--- config.mk ---
export PLATFORM = sky130hd
export DESIGN_NAME = integer_to_text_formatter
export DESIGN_NICKNAME = d
export VERILOG_FILES = /design/src/itf_pkg.sv /design/src/itf_front.sv /design/src/itf_back.sv /design/src/integer_to_text_formatter.sv
export SDC_FILE = /design/constraint.sdc
export NUM_CORES = 2
export LEC_CHECK = 0
export BUFFER_PORTS_ARGS = -buffer_cell sky130_fd_sc_hd__buf_4
export CORE_ASPECT_RATIO = 2
export CORE_MARGIN = 8
export CORE_UTILIZATION = 60
export CTS_BUF_LIST = sky130_fd_sc_hd__clkbuf_2
export CTS_CLUSTER_DIAMETER = 150
export DETAILED_ROUTE_END_ITERATION = 10
export HOLD_SLACK_MARGIN = 0.1
export PLACE_DENSITY = 0.77
export RECOVER_POWER = 50
export SLEW_MARGIN = 15
export SYNTH_ARGS = -nofsm -noshare
export SYNTH_HDL_FRONTEND = slang
export SYNTH_SLANG_ARGS = --single-unit
--- constraint.sdc ---
create_clock -name clk_i -period 30.5 [get_ports clk_i]
set_input_delay 3.05 -clock clk_i [delete_from_list [all_inputs] [get_ports clk_i]]
set_output_delay 3.05 -clock clk_i [all_outputs]
set_load 0.01 [all_outputs]
--- src/itf_pkg.sv ---
// Package for the integer-to-text formatter: request/result payload types,
// flag bit positions, character codes and the digit function. No dependencies.
package itf_pkg;

  localparam int unsigned OutLimitDef  = 64;
  localparam int unsigned ValueBitsDef = 64;

  localparam int unsigned FlZero   = 0;
  localparam int unsigned FlSigned = 1;
  localparam int unsigned FlPlus   = 2;
  localparam int unsigned FlSpace  = 3;
  localparam int unsigned FlLeft   = 4;
  localparam int unsigned FlPrefix = 5;
  localparam int unsigned FlUpper  = 6;

  localparam logic [7:0] ChSpace  = 8'h20;
  localparam logic [7:0] ChZero   = 8'h30;
  localparam logic [7:0] ChMinus  = 8'h2d;
  localparam logic [7:0] ChPlus   = 8'h2b;
  localparam logic [7:0] ChLowerX = 8'h78;
  localparam logic [7:0] ChUpperX = 8'h58;

  typedef struct packed {
    logic [63:0] value;
    logic [5:0]  base;
    logic [6:0]  width;
    logic [6:0]  precision;
    logic [6:0]  flags;
  } req_t;

  typedef struct packed {
    logic [7:0] character;
    logic       empty_res;
    logic       last;
    logic       truncated;
    logic [6:0] char_count;
  } res_t;

  // Job handed from the front to the back: digits are worked out there.
  typedef struct packed {
    logic        bad;
    logic [63:0] mag;
    logic [5:0]  base;
    logic [6:0]  width;
    logic [6:0]  precision;
    logic [7:0]  sign;
    logic [1:0]  prefix;
    logic        zpad;
    logic        left;
    logic        upper;
  } job_t;

  typedef enum logic [3:0] {
    BkIdle, BkDiv, BkLpad, BkSign, BkPfx0, BkPfx1, BkZero, BkDigit, BkRpad
  } bk_state_e;

  // Digit value to ASCII, upper or lower case.
  function automatic logic [7:0] digit_char(logic [5:0] d, logic upper);
    if (d < 6'd10) return ChZero + {2'b00, d};
    return (upper ? 8'h41 : 8'h61) + {2'b00, d} - 8'd10;
  endfunction

endpackage

--- src/itf_front.sv ---
// Front end: accepts a request, works out sign, magnitude and prefix, and
// pushes a job into a two-entry queue. Depends on itf_pkg.
module itf_front import itf_pkg::*; #(
  parameter int unsigned ValueBits = ValueBitsDef
) (
  input  logic clk_i,
  input  logic rst_ni,
  input  logic in_valid_i,
  output logic in_ready_o,
  input  req_t in_req_i,
  output logic job_valid_o,
  input  logic job_ready_i,
  output job_t job_o
);

  logic [1:0] cnt_q, cnt_d;
  logic       wp_q, rp_q;
  job_t       fifo_q [2];
  job_t       job_d;
  logic [ValueBits-1:0] v;
  logic [6:0] fl;
  logic push, pop;

  // Classify the request
  always_comb begin
    v  = in_req_i.value[ValueBits-1:0];
    fl = in_req_i.flags;
    job_d = '0;
    job_d.bad = (in_req_i.base < 6'd2) || (in_req_i.base > 6'd36);
    job_d.base = in_req_i.base;
    job_d.width = in_req_i.width;
    job_d.precision = in_req_i.precision;
    job_d.left = fl[FlLeft];
    job_d.zpad = fl[FlZero] & ~fl[FlLeft];
    job_d.upper = fl[FlUpper];
    job_d.mag = 64'(v);
    if (fl[FlSigned]) begin
      if (v[ValueBits-1]) begin
        job_d.sign = ChMinus;
        job_d.mag = 64'(ValueBits'(-v));
      end else if (fl[FlPlus]) begin
        job_d.sign = ChPlus;
      end else if (fl[FlSpace]) begin
        job_d.sign = ChSpace;
      end
    end
    if (fl[FlPrefix]) begin
      if (in_req_i.base == 6'd16) job_d.prefix = 2'd2;
      else if (in_req_i.base == 6'd8) job_d.prefix = 2'd1;
    end
  end

  assign in_ready_o  = (cnt_q != 2'd2);
  assign job_valid_o = (cnt_q != 2'd0);
  assign job_o       = fifo_q[rp_q];
  assign push = in_valid_i & in_ready_o;
  assign pop  = job_valid_o & job_ready_i;
  assign cnt_d = cnt_q + {1'b0, push} - {1'b0, pop};

  // Queue pointers
  always_ff @(posedge clk_i or negedge rst_ni) begin
    if (!rst_ni) begin
      cnt_q <= '0;
      wp_q  <= 1'b0;
      rp_q  <= 1'b0;
    end else begin
      cnt_q <= cnt_d;
      if (push) wp_q <= ~wp_q;
      if (pop)  rp_q <= ~rp_q;
    end
  end

  // Queue storage
  always_ff @(posedge clk_i) begin
    if (push) fifo_q[wp_q] <= job_d;
  end

endmodule

--- src/itf_back.sv ---
// Back end: a bit-serial divider stacks the digits, then a segment sequencer
// emits one character per cycle while the output is not held. Depends on itf_pkg.
module itf_back import itf_pkg::*; #(
  parameter int unsigned OutLimit = OutLimitDef
) (
  input  logic clk_i,
  input  logic rst_ni,
  input  logic job_valid_i,
  output logic job_ready_o,
  input  job_t job_i,
  output logic out_valid_o,
  input  logic out_ready_i,
  output res_t out_res_o
);

  localparam logic [7:0] LimMax = 8'(OutLimit);

  bk_state_e    st_q, st_d;
  job_t         job_q;
  logic [63:0]  quo_q, quo_d;     // dividend, replaced by quotient bits from the top
  logic [5:0]   rem_q, rem_d;
  logic [5:0]   bit_q, bit_d;     // bit index of the divider
  logic [6:0]   nd_q, nd_d;       // digits on the stack
  logic [383:0] stk_q, stk_d;     // digit stack, top in the low six bits
  logic [7:0]   run_q, run_d;     // characters left in the current segment
  logic [7:0]   zeros_q, zeros_d;
  logic [7:0]   rpad_q, rpad_d;
  logic [7:0]   lim_q, lim_d;     // characters that will be emitted
  logic         trunc_q, trunc_d;
  logic [7:0]   kept_q, kept_d;
  logic         ov_q, ov_d;
  res_t         res_q, res_d;

  logic         free, take, emit, lst;
  logic [7:0]   ch, cnt;
  logic [6:0]   rem_sh;
  logic         ge;
  logic [5:0]   dig;
  logic [6:0]   nd_inc;
  logic [6:0]   body;
  logic [7:0]   fixed, pad, total;

  assign free = !ov_q || out_ready_i;
  assign take = (st_q == BkIdle) && job_valid_i && free;
  assign job_ready_o = (st_q == BkIdle) && free;
  assign out_valid_o = ov_q;
  assign out_res_o = res_q;
  assign nd_inc = nd_q + 7'd1;

  // Layout of the text once the last digit is known
  always_comb begin
    body  = (job_q.precision > nd_inc) ? job_q.precision : nd_inc;
    fixed = {1'b0, body} + {6'd0, job_q.prefix} + ((job_q.sign != 8'd0) ? 8'd1 : 8'd0);
    pad   = ({1'b0, job_q.width} > fixed) ? ({1'b0, job_q.width} - fixed) : 8'd0;
    total = fixed + pad;
  end

  // Divider and character sequencer
  always_comb begin
    st_d = st_q; quo_d = quo_q; rem_d = rem_q; bit_d = bit_q; nd_d = nd_q;
    stk_d = stk_q; run_d = run_q; zeros_d = zeros_q; rpad_d = rpad_q;
    lim_d = lim_q; trunc_d = trunc_q; kept_d = kept_q;
    ov_d = ov_q && !out_ready_i; res_d = res_q;
    emit = 1'b0; ch = ChSpace;
    rem_sh = {rem_q, quo_q[bit_q]};
    ge = (rem_sh >= {1'b0, job_q.base});
    dig = ge ? 6'(rem_sh - {1'b0, job_q.base}) : rem_sh[5:0];
    cnt = kept_q + 8'd1;
    lst = (cnt == lim_q);
    case (st_q)
      BkIdle: begin
        if (take) begin
          if (job_i.bad) begin
            ov_d = 1'b1;
            res_d = '0; res_d.empty_res = 1'b1; res_d.last = 1'b1;
          end else begin
            st_d = BkDiv; quo_d = job_i.mag; rem_d = '0; bit_d = 6'd63;
            nd_d = '0; kept_d = '0;
          end
        end
      end
      // one quotient bit per cycle, digits pushed least significant first
      BkDiv: begin
        rem_d = dig; quo_d[bit_q] = ge; bit_d = bit_q - 6'd1;
        if (bit_q == 6'd0) begin
          stk_d = {stk_q[377:0], dig}; nd_d = nd_inc; rem_d = '0;
          if (quo_d == 64'd0) begin
            run_d = (job_q.zpad || job_q.left) ? 8'd0 : pad;
            zeros_d = (job_q.zpad ? pad : 8'd0) + {1'b0, 7'(body - nd_inc)};
            rpad_d = job_q.left ? pad : 8'd0;
            trunc_d = (total > LimMax);
            lim_d = trunc_d ? LimMax : total;
            st_d = BkLpad;
          end
        end
      end
      BkLpad: if (free) begin
        if (run_q != 8'd0) begin
          emit = 1'b1; ch = ChSpace; run_d = run_q - 8'd1;
          if (run_q == 8'd1) st_d = BkSign;
        end else begin
          st_d = BkSign;
        end
      end
      BkSign: if (free) begin
        if (job_q.sign != 8'd0) begin
          emit = 1'b1; ch = job_q.sign;
        end
        st_d = BkPfx0;
      end
      BkPfx0: if (free) begin
        if (job_q.prefix != 2'd0) begin
          emit = 1'b1; ch = ChZero;
        end
        st_d = BkPfx1;
      end
      BkPfx1: if (free) begin
        if (job_q.prefix == 2'd2) begin
          emit = 1'b1; ch = job_q.upper ? ChUpperX : ChLowerX;
        end
        run_d = zeros_q; st_d = BkZero;
      end
      BkZero: if (free) begin
        if (run_q != 8'd0) begin
          emit = 1'b1; ch = ChZero; run_d = run_q - 8'd1;
          if (run_q == 8'd1) st_d = BkDigit;
        end else begin
          st_d = BkDigit;
        end
      end
      // most significant digit sits on top of the stack
      BkDigit: if (free) begin
        emit = 1'b1; ch = digit_char(stk_q[5:0], job_q.upper);
        stk_d = {6'd0, stk_q[383:6]}; nd_d = nd_q - 7'd1;
        if (nd_q == 7'd1) begin
          run_d = rpad_q; st_d = BkRpad;
        end
      end
      BkRpad: if (free) begin
        if (run_q != 8'd0) begin
          emit = 1'b1; ch = ChSpace; run_d = run_q - 8'd1;
        end else begin
          st_d = BkIdle;
        end
      end
      default: st_d = BkIdle;
    endcase
    // Output register; the text ends at the last kept character
    if (emit) begin
      ov_d = 1'b1; kept_d = cnt;
      res_d = '0; res_d.character = ch; res_d.char_count = cnt[6:0];
      res_d.last = lst; res_d.truncated = lst && trunc_q;
      if (lst) st_d = BkIdle;
    end
  end

  always_ff @(posedge clk_i or negedge rst_ni) begin
    if (!rst_ni) begin
      st_q <= BkIdle; ov_q <= 1'b0;
    end else begin
      st_q <= st_d; ov_q <= ov_d;
    end
  end

  always_ff @(posedge clk_i) begin
    if (take) job_q <= job_i;
    quo_q <= quo_d; rem_q <= rem_d; bit_q <= bit_d; nd_q <= nd_d; stk_q <= stk_d;
    run_q <= run_d; zeros_q <= zeros_d; rpad_q <= rpad_d; lim_q <= lim_d;
    trunc_q <= trunc_d; kept_q <= kept_d; res_q <= res_d;
  end

endmodule

--- src/integer_to_text_formatter.sv ---
// Integer-to-text formatter: takes one request (value, base, width, precision,
// flags) and returns the printf-style text one character per result. A request
// is classified in the front end and waits in a two-entry queue. The back end
// takes it, then works out each digit on a bit-serial divider (a zero value
// counts as one digit), then emits one character per cycle while the output is
// not held, with an extra step for each empty segment among leading spaces,
// sign, the two prefix characters and the zero run. An invalid base gives a
// single empty result, registered when the back end takes the request. Output
// back-pressure stalls the back end.
module integer_to_text_formatter import itf_pkg::*; #(
  parameter int unsigned OutLimit  = OutLimitDef,
  parameter int unsigned ValueBits = ValueBitsDef
) (
  input  logic clk_i,
  input  logic rst_ni,
  input  logic in_valid_i,
  output logic in_ready_o,
  input  req_t in_req_i,
  output logic out_valid_o,
  input  logic out_ready_i,
  output res_t out_res_o
);

  logic job_valid, job_ready;
  job_t job;

  itf_front #(.ValueBits(ValueBits)) u_front (
    .clk_i, .rst_ni, .in_valid_i, .in_ready_o, .in_req_i,
    .job_valid_o(job_valid), .job_ready_i(job_ready), .job_o(job)
  );

  itf_back #(.OutLimit(OutLimit)) u_back (
    .clk_i, .rst_ni, .job_valid_i(job_valid), .job_ready_o(job_ready),
    .job_i(job), .out_valid_o, .out_ready_i, .out_res_o
  );

`ifndef SYNTH
  a_trunc_last: assert property (@(posedge clk_i) disable iff (!rst_ni)
    out_valid_o && out_res_o.truncated |-> out_res_o.last)
    else $error("truncated without last");
  a_empty_last: assert property (@(posedge clk_i) disable iff (!rst_ni)
    out_valid_o && out_res_o.empty_res |-> out_res_o.last)
    else $error("empty result not last");
`endif

endmodule
== Yosys cells after proc, flatten, opt, wreduce, memory -nomap -nowiden ==
Memories as Yosys holds them, arrays and structs flattened.
Index checks and enable logic that the tools add are counted.
Widths: inputs -> output; s select.
Word-level totals
  output and inout port bits: 20
  flip-flop bits (word level): 568
  bits in latches: 0
  bits of input ports: 95
  memories: 1
  word-level logic and storage cells: 229
  RAM bits: 196
  memory bits (read-only): 0
Operators by class
  eq/ne operators: 25
  muxes and demuxes: 107
  shift operators: 0
  div/mod/pow operators: 0
  multipliers: 0
  $lt $le $gt $ge: 9
  reduce and logical (&&, ||, !) cells: 34
  bitwise gates (word level): 6
  $add $sub $neg: 18
Memory list
  u_front.fifo_q: words 2, bits a word 98, rd ports 1, clocked after memory_dff 0, wr ports 1, line itf_front.sv:18  | job_t fifo_q [2];
Operator list (number)
  $mux 384: 2
  $pmux 384 s2: 1
  $mux 64: 4
  $mux 8: 26
  $pmux 64 s2: 1
  $mux 4: 19
  $mux 18: 4
  $bwmux 64: 1
  $logic_not 64->1: 1
  $neg 64->64: 1
  $mux 6: 9
  $pmux 8 s5: 1
  $pmux 4 s9: 1
  $mux 7: 5
  $pmux 8 s4: 1
  $pmux 6 s2: 2
  $mux 1: 22
  $pmux 7 s3: 1
  $reduce_and 3->1: 6
  $add 8x8->8: 2
  $eq 4x3->1 const B: 4
  $ne 2x1->1 const B: 8
  $reduce_bool 8->1: 2
  $reduce_bool 2->1: 7
  51 further kinds: 68

== Logic depth before layout (Yosys ltp) ==
  depth after elaboration: 11
  gate-level depth with buffers: 39
  mapped depth without buffers: 36

== Modules after synthesis ==
From an unflattened synthesis, not the netlist that was laid out.
Unflattened totals
  cell total of the unflattened synthesis: 3377
  area total of the unflattened synthesis: 36597.6 um^2
Modules (own cells, without submodules)
  itf_back: cells an instance 2820, seq. area each 16901.2 um^2, instances 1, area each 27999.4 um^2
  itf_front: cells an instance 557, seq. area each 5745.5 um^2, instances 1, area each 8598.2 um^2

== Worst setup path before layout ==
OpenSTA, ideal clock, no wires.
  path kind: input to register
  start point: input port out_ready_i
  end point: register u_back.stk_q[0], enable pin
  buffers on the path: 1
  data arrival time: 9.687 ns
  slack: 18.003 ns
  cell stages on the path: 4
  data required time: 27.690 ns
  library setup time: 2.810 ns
  cell sequence: nand2b_1 -> clkbuf_1 -> nand2_1 -> nand2_1
Between the ends
  cells in the longest elaborated chain, start to end: 3
Ends and longest elaborated chain
  start, declared: line integer_to_text_formatter.sv:20  | input logic out_ready_i,
  $logic_or 1x1->1: line itf_back.sv:43  | assign free = !ov_q || out_ready_i;
  $ne 2x1->1 (no line)
  $reduce_and 3->1 (no line)
  end signal, assigned: line itf_back.sv:167  | quo_q <= quo_d; rem_q <= rem_d; bit_q <= bit_d; nd_q <= nd_d; stk_q <= stk_d;
  end, declared: line itf_back.sv:24  | logic [383:0] stk_q, stk_d;
No other way between the ends.
A chain may end at the register's enable or synchronous reset.

== Final worst setup path ==
  start point: register u_back.st_q[3]
  end point: register u_back.stk_q[128], data pin
Between the ends
  cells in the longest elaborated chain, start to end: 2
  elaborated cells between the ends (all ways): 3
  those cells by class: eq/ne: 2; mux: 1
Ends and longest elaborated chain
  start, declared: line itf_back.sv:18  | bk_state_e st_q, st_d;
  start signal, assigned: line itf_back.sv:161  | st_q <= st_d; ov_q <= ov_d;
  $eq 4x3->1 or $eq 4x1->1 (tied branches): line itf_back.sv:70  | case (st_q)
  $pmux 384 s2 *: line itf_back.sv:70
  net u_back.stk_d[128]: line itf_back.sv:24
Mark *: on every way through the listed nets, which the timed path passes. The rest lies on a longest branch.

==> results.py <==
metrics = {
    "status": {
        "outcome": "finished with violations",
        "violated_checks": "max-capacitance violations, max-slew violations",
    },
    "synth": {
        "synth.area.top_cells": "edfxtp_1, nand2_1, mux2i_1",
        "synth_largest_type_area_fraction_pct": 61.9,
        "average_size_of_a_mapped_cell_um2": 10.9,
        "netlist_top_cells_count": "nand2_1, edfxtp_1, clkbuf_1",
        "synth-async-reset-ratio_pct": 1.20,
        "synth_seq_cells": 752,
        "synth-seq-area-share_pct": 62.6,
        "flip_flop_cell_with_the_highest_count_after_synthesis": "edfxtp_1",
        "most_common_cell_in_the_synthesized_netlist": "nand2_1",
        "synth_area_leader_cell": "edfxtp_1",
        "syn_area_um2": 36000,
        "synth_enable_flop_cells": 742,
        "number_of_warnings_reported_in_the_yosys_synthesis_log": 0,
        "yosys.cell_types.count": 94,
        "postSynthNetCount": 3458,
        "syn-instance-count": 3298,
    },
    "sta": {
        "post-route-min-period_ps": 11080,
        "final-hold-violation-count": 0,
        "clock.fmax_mhz": 90.3,
        "tns_ps": 0,
        "slew_violations": 1162,
        "final_min_period_over_clock_period_pct": 36.3,
        "rsz0062_at_grt": "no",
        "worst_slew_pin_slew_ps": 4610,
        "finalSetupViolCount": 0,
        "relSlewSlack_pct": -208,
        "fin_skew_ps": 108,
    },
    "cells_and_area": {
        "layout-drive-gt1-share_pct": 11.7,
        "layout_overhead_on_the_synthesized_area_pct": 7.59,
        "finalNetCount": 3593,
        "finalNonFillerCells": 4327,
    },
    "grt": {
        "globalRoute.totalOverflow": 0,
        "antenna_violations_before_repair": 1,
        "grt_pass1_wl_mm": 123,
        "grt_max_degree": 117,
        "grt.total_usage_pct": 22.0,
        "via_count_of_the_first_global_routing_pass": 24200,
    },
    "place": {
        "portbufs": 114,
        "place.gp.congestion": 0.904,
        "dp.final_hpwl_mm": 49.3,
        "numPlacedInstances": 4042,
    },
    "clock_network": {
        "cts-buffers-inserted": 163,
        "ctsLongestPathBuffers": 3,
        "clock_tree.htree_level_count": 4,
        "clk-insertion-delay-late_ps": 1310,
        "hold_buffers": 0,
        "clk_pin_slew_worst_paths_ps": 120,
        "cts_tree": "yes",
        "cts_setup_buffers": 0,
        "cts_resized": 0,
        "cts-root-buf": "clkbuf_2",
        "cts.sink_count": 752,
    },
    "floorplanning": {
        "die_w_um": 189,
        "io-pin-count": 115,
        "die-area_um2": 68500,
        "fp.dieH_um": 362,
        "core_um2": 59600,
        "core.rowCount": 127,
        "starting_utilization_of_the_core_area_pct": 60.4,
    },
    "routing": {
        "route.antenna.remaining_nets": 0,
        "route.vias.total": 24700,
        "detail_route.iter0.violations": 2202,
        "vias_per_cell": 5.70,
        "wl_per_cell_um": 17.5,
        "firstDrtPassIters": 8,
        "post-route-drc-count": 0,
        "route.final.wire_length_mm": 75.8,
    },
    "pwr": {
        "swShare_pct": 37.1,
        "netSwitchingPower_mw": 1.41,
        "internal_power_mw": 2.38,
        "clock_power_share_pct": 16.6,
        "power.sequential.fraction_pct": 47.0,
        "power_density_nw_per_um2": 97.8,
        "power.combinational.fraction_pct": 36.4,
        "power.leakage_nw": 15.2,
        "irDropWorstVdd_v": 0.0000538,
    },
    "worst_setup_path": {
        "cpPeakStageDelay_ps": 3350,
        "cp_cell_sequence": "nand2b_1, or2_0, clkbuf_1, clkbuf_1, nand2_1, nand2_1",
        "timing.critical_path.slowest_stage_cell": "clkbuf_1",
        "setup.worst_path.end_class": "register",
        "worst-endpoint-arrival_ps": 12210,
        "timing.critical_path.required_ps": 31630,
        "critical_path_peak_fanout": 116,
        "critPathLaunchType": "register",
        "setup.worst_path.class": "register to register",
    },
    "worst_hold_path": {
        "hold_path_class": "register to register",
    },
    "flow_run": {
        "cap_violations": 17,
    },
}
==> routing by layer <==
metal	global-route usage [%]	wire, um
met1	28.9	32500
met2	35.6	36500
met3	4.19	4340
met4	9.40	2390
met5	0	0
==> per-stage QoR <==
step	util, %	hold slack (ps)	worst slack [ps]	power, mW	instance area (um^2)
after detailed placement	62.7	446	21910	3.13	37400
final	65.0	457	19420	3.79	38700
after global placement	62.7	432	22020	3.08	37400
after floorplan	-	461	18000	2.85	36000
after CTS	65.2	461	21860	3.77	38900
after global routing	65.0	482	18290	4.07	38700
==> critical path: cells and delay by family (launching register included) <==
kind | cells | cell delay, ps
DFF | 1 | 670
and+or+nand+nor | 4 | 4160
buffers and inverters | 2 | 6010
==> state kept, by name (all words and copies together) (netlist names), 7 cells and up <==
register          count
u_back.rpad_q         8
u_front.fifo_q      188
u_back.out_res_o     18
u_back.run_q          8
u_back.kept_q         8
u_back.lim_q          8
u_back.job_q         29
u_back.quo_q         64
u_back.stk_q        384
u_back.zeros_q        8
u_back.nd_q           7
==> power groups by stage <==
stage,Combinational (mW),Sequential (mW),Clock [mW]
floorplan,1.02,1.83,0
global placement,1.30,1.78,0
detailed placement,1.34,1.80,0
CTS,1.34,1.77,0.655
global route,1.56,1.81,0.699
finish,1.38,1.78,0.627
==> cell families after synthesis <==
| family | after synthesis | synth area share, % |
|---|---|---|
| buffers and inverters | 249 | 2.75 |
| AOI/OAI and AO/OA | 413 | 7.43 |
| and+or+nand+nor | 1572 | 18.0 |
| other | 1 | 0.0104 |
| adders and majority gates | 67 | 2.50 |
| muxes | 115 | 3.39 |
| xor gates and xnor gates | 129 | 3.26 |
| DFF | 752 | 62.6 |
==> layout make-up <==
cell class | instances | area (um^2)
Clock buffer | 223 | 1120
Sequential cell | 752 | 22500
Fill cell | 4799 | 20900
Clock inverter | 61 | 377
Inverter | 78 | 293
Timing Repair Buffer | 141 | 938
Tap cell | 774 | 968
Multi-Input combinational cell | 2297 | 12500
Antenna cell | 1 | 2.50
==> path summary, 6_finish.rpt <==
check                                                  from                                to  slack [ps]  cells past startpoint
setup / recovery                   u_back.st_q[3]$_DFF_PN0_       u_back.stk_q[128]$_DFFE_PP_       19420                      6
hold / removal             u_back.out_res_o[9]$_SDFFE_PP0P_  u_back.out_res_o[9]$_SDFFE_PP0P_         460                      2
setup reg to reg                   u_back.st_q[3]$_DFF_PN0_       u_back.stk_q[128]$_DFFE_PP_       19420                      6
hold reg to reg            u_back.out_res_o[9]$_SDFFE_PP0P_  u_back.out_res_o[9]$_SDFFE_PP0P_         460                      2
max in group asynchronous                            rst_ni          u_back.st_q[3]$_DFF_PN0_       28280                      1
min in group asynchronous                            rst_ni        u_front.cnt_q[1]$_DFF_PN0_        1770                      1
==> cells in the final DEF, fill, tap and decap left out, drive strengths merged, types with 8 or more instances in the layout <==
| master | count |
|---|---|
| xnor2 | 67 |
| inv | 84 |
| a31oi | 8 |
| a21o | 10 |
| nor3b | 10 |
| o311a | 49 |
| o211ai | 8 |
| mux2i | 80 |
| and3 | 10 |
| or3 | 9 |
| nand3 | 34 |
| xor2 | 61 |
| o31ai | 12 |
| nand4 | 21 |
| nor4 | 18 |
| o21ai | 139 |
| nor3 | 49 |
| nor2 | 111 |
| nand2b | 17 |
| a22oi | 8 |
| clkbuf | 266 |
| a222oi | 10 |
| fa | 8 |
| a21oi | 118 |
| and2 | 11 |
| mux2 | 33 |
| nor2b | 19 |
| ha | 57 |
| clkinv | 47 |
| dfrtp | 9 |
| buf | 98 |
| edfxtp | 742 |
| nand2 | 1232 |
(Power assumes the default switching activity.)
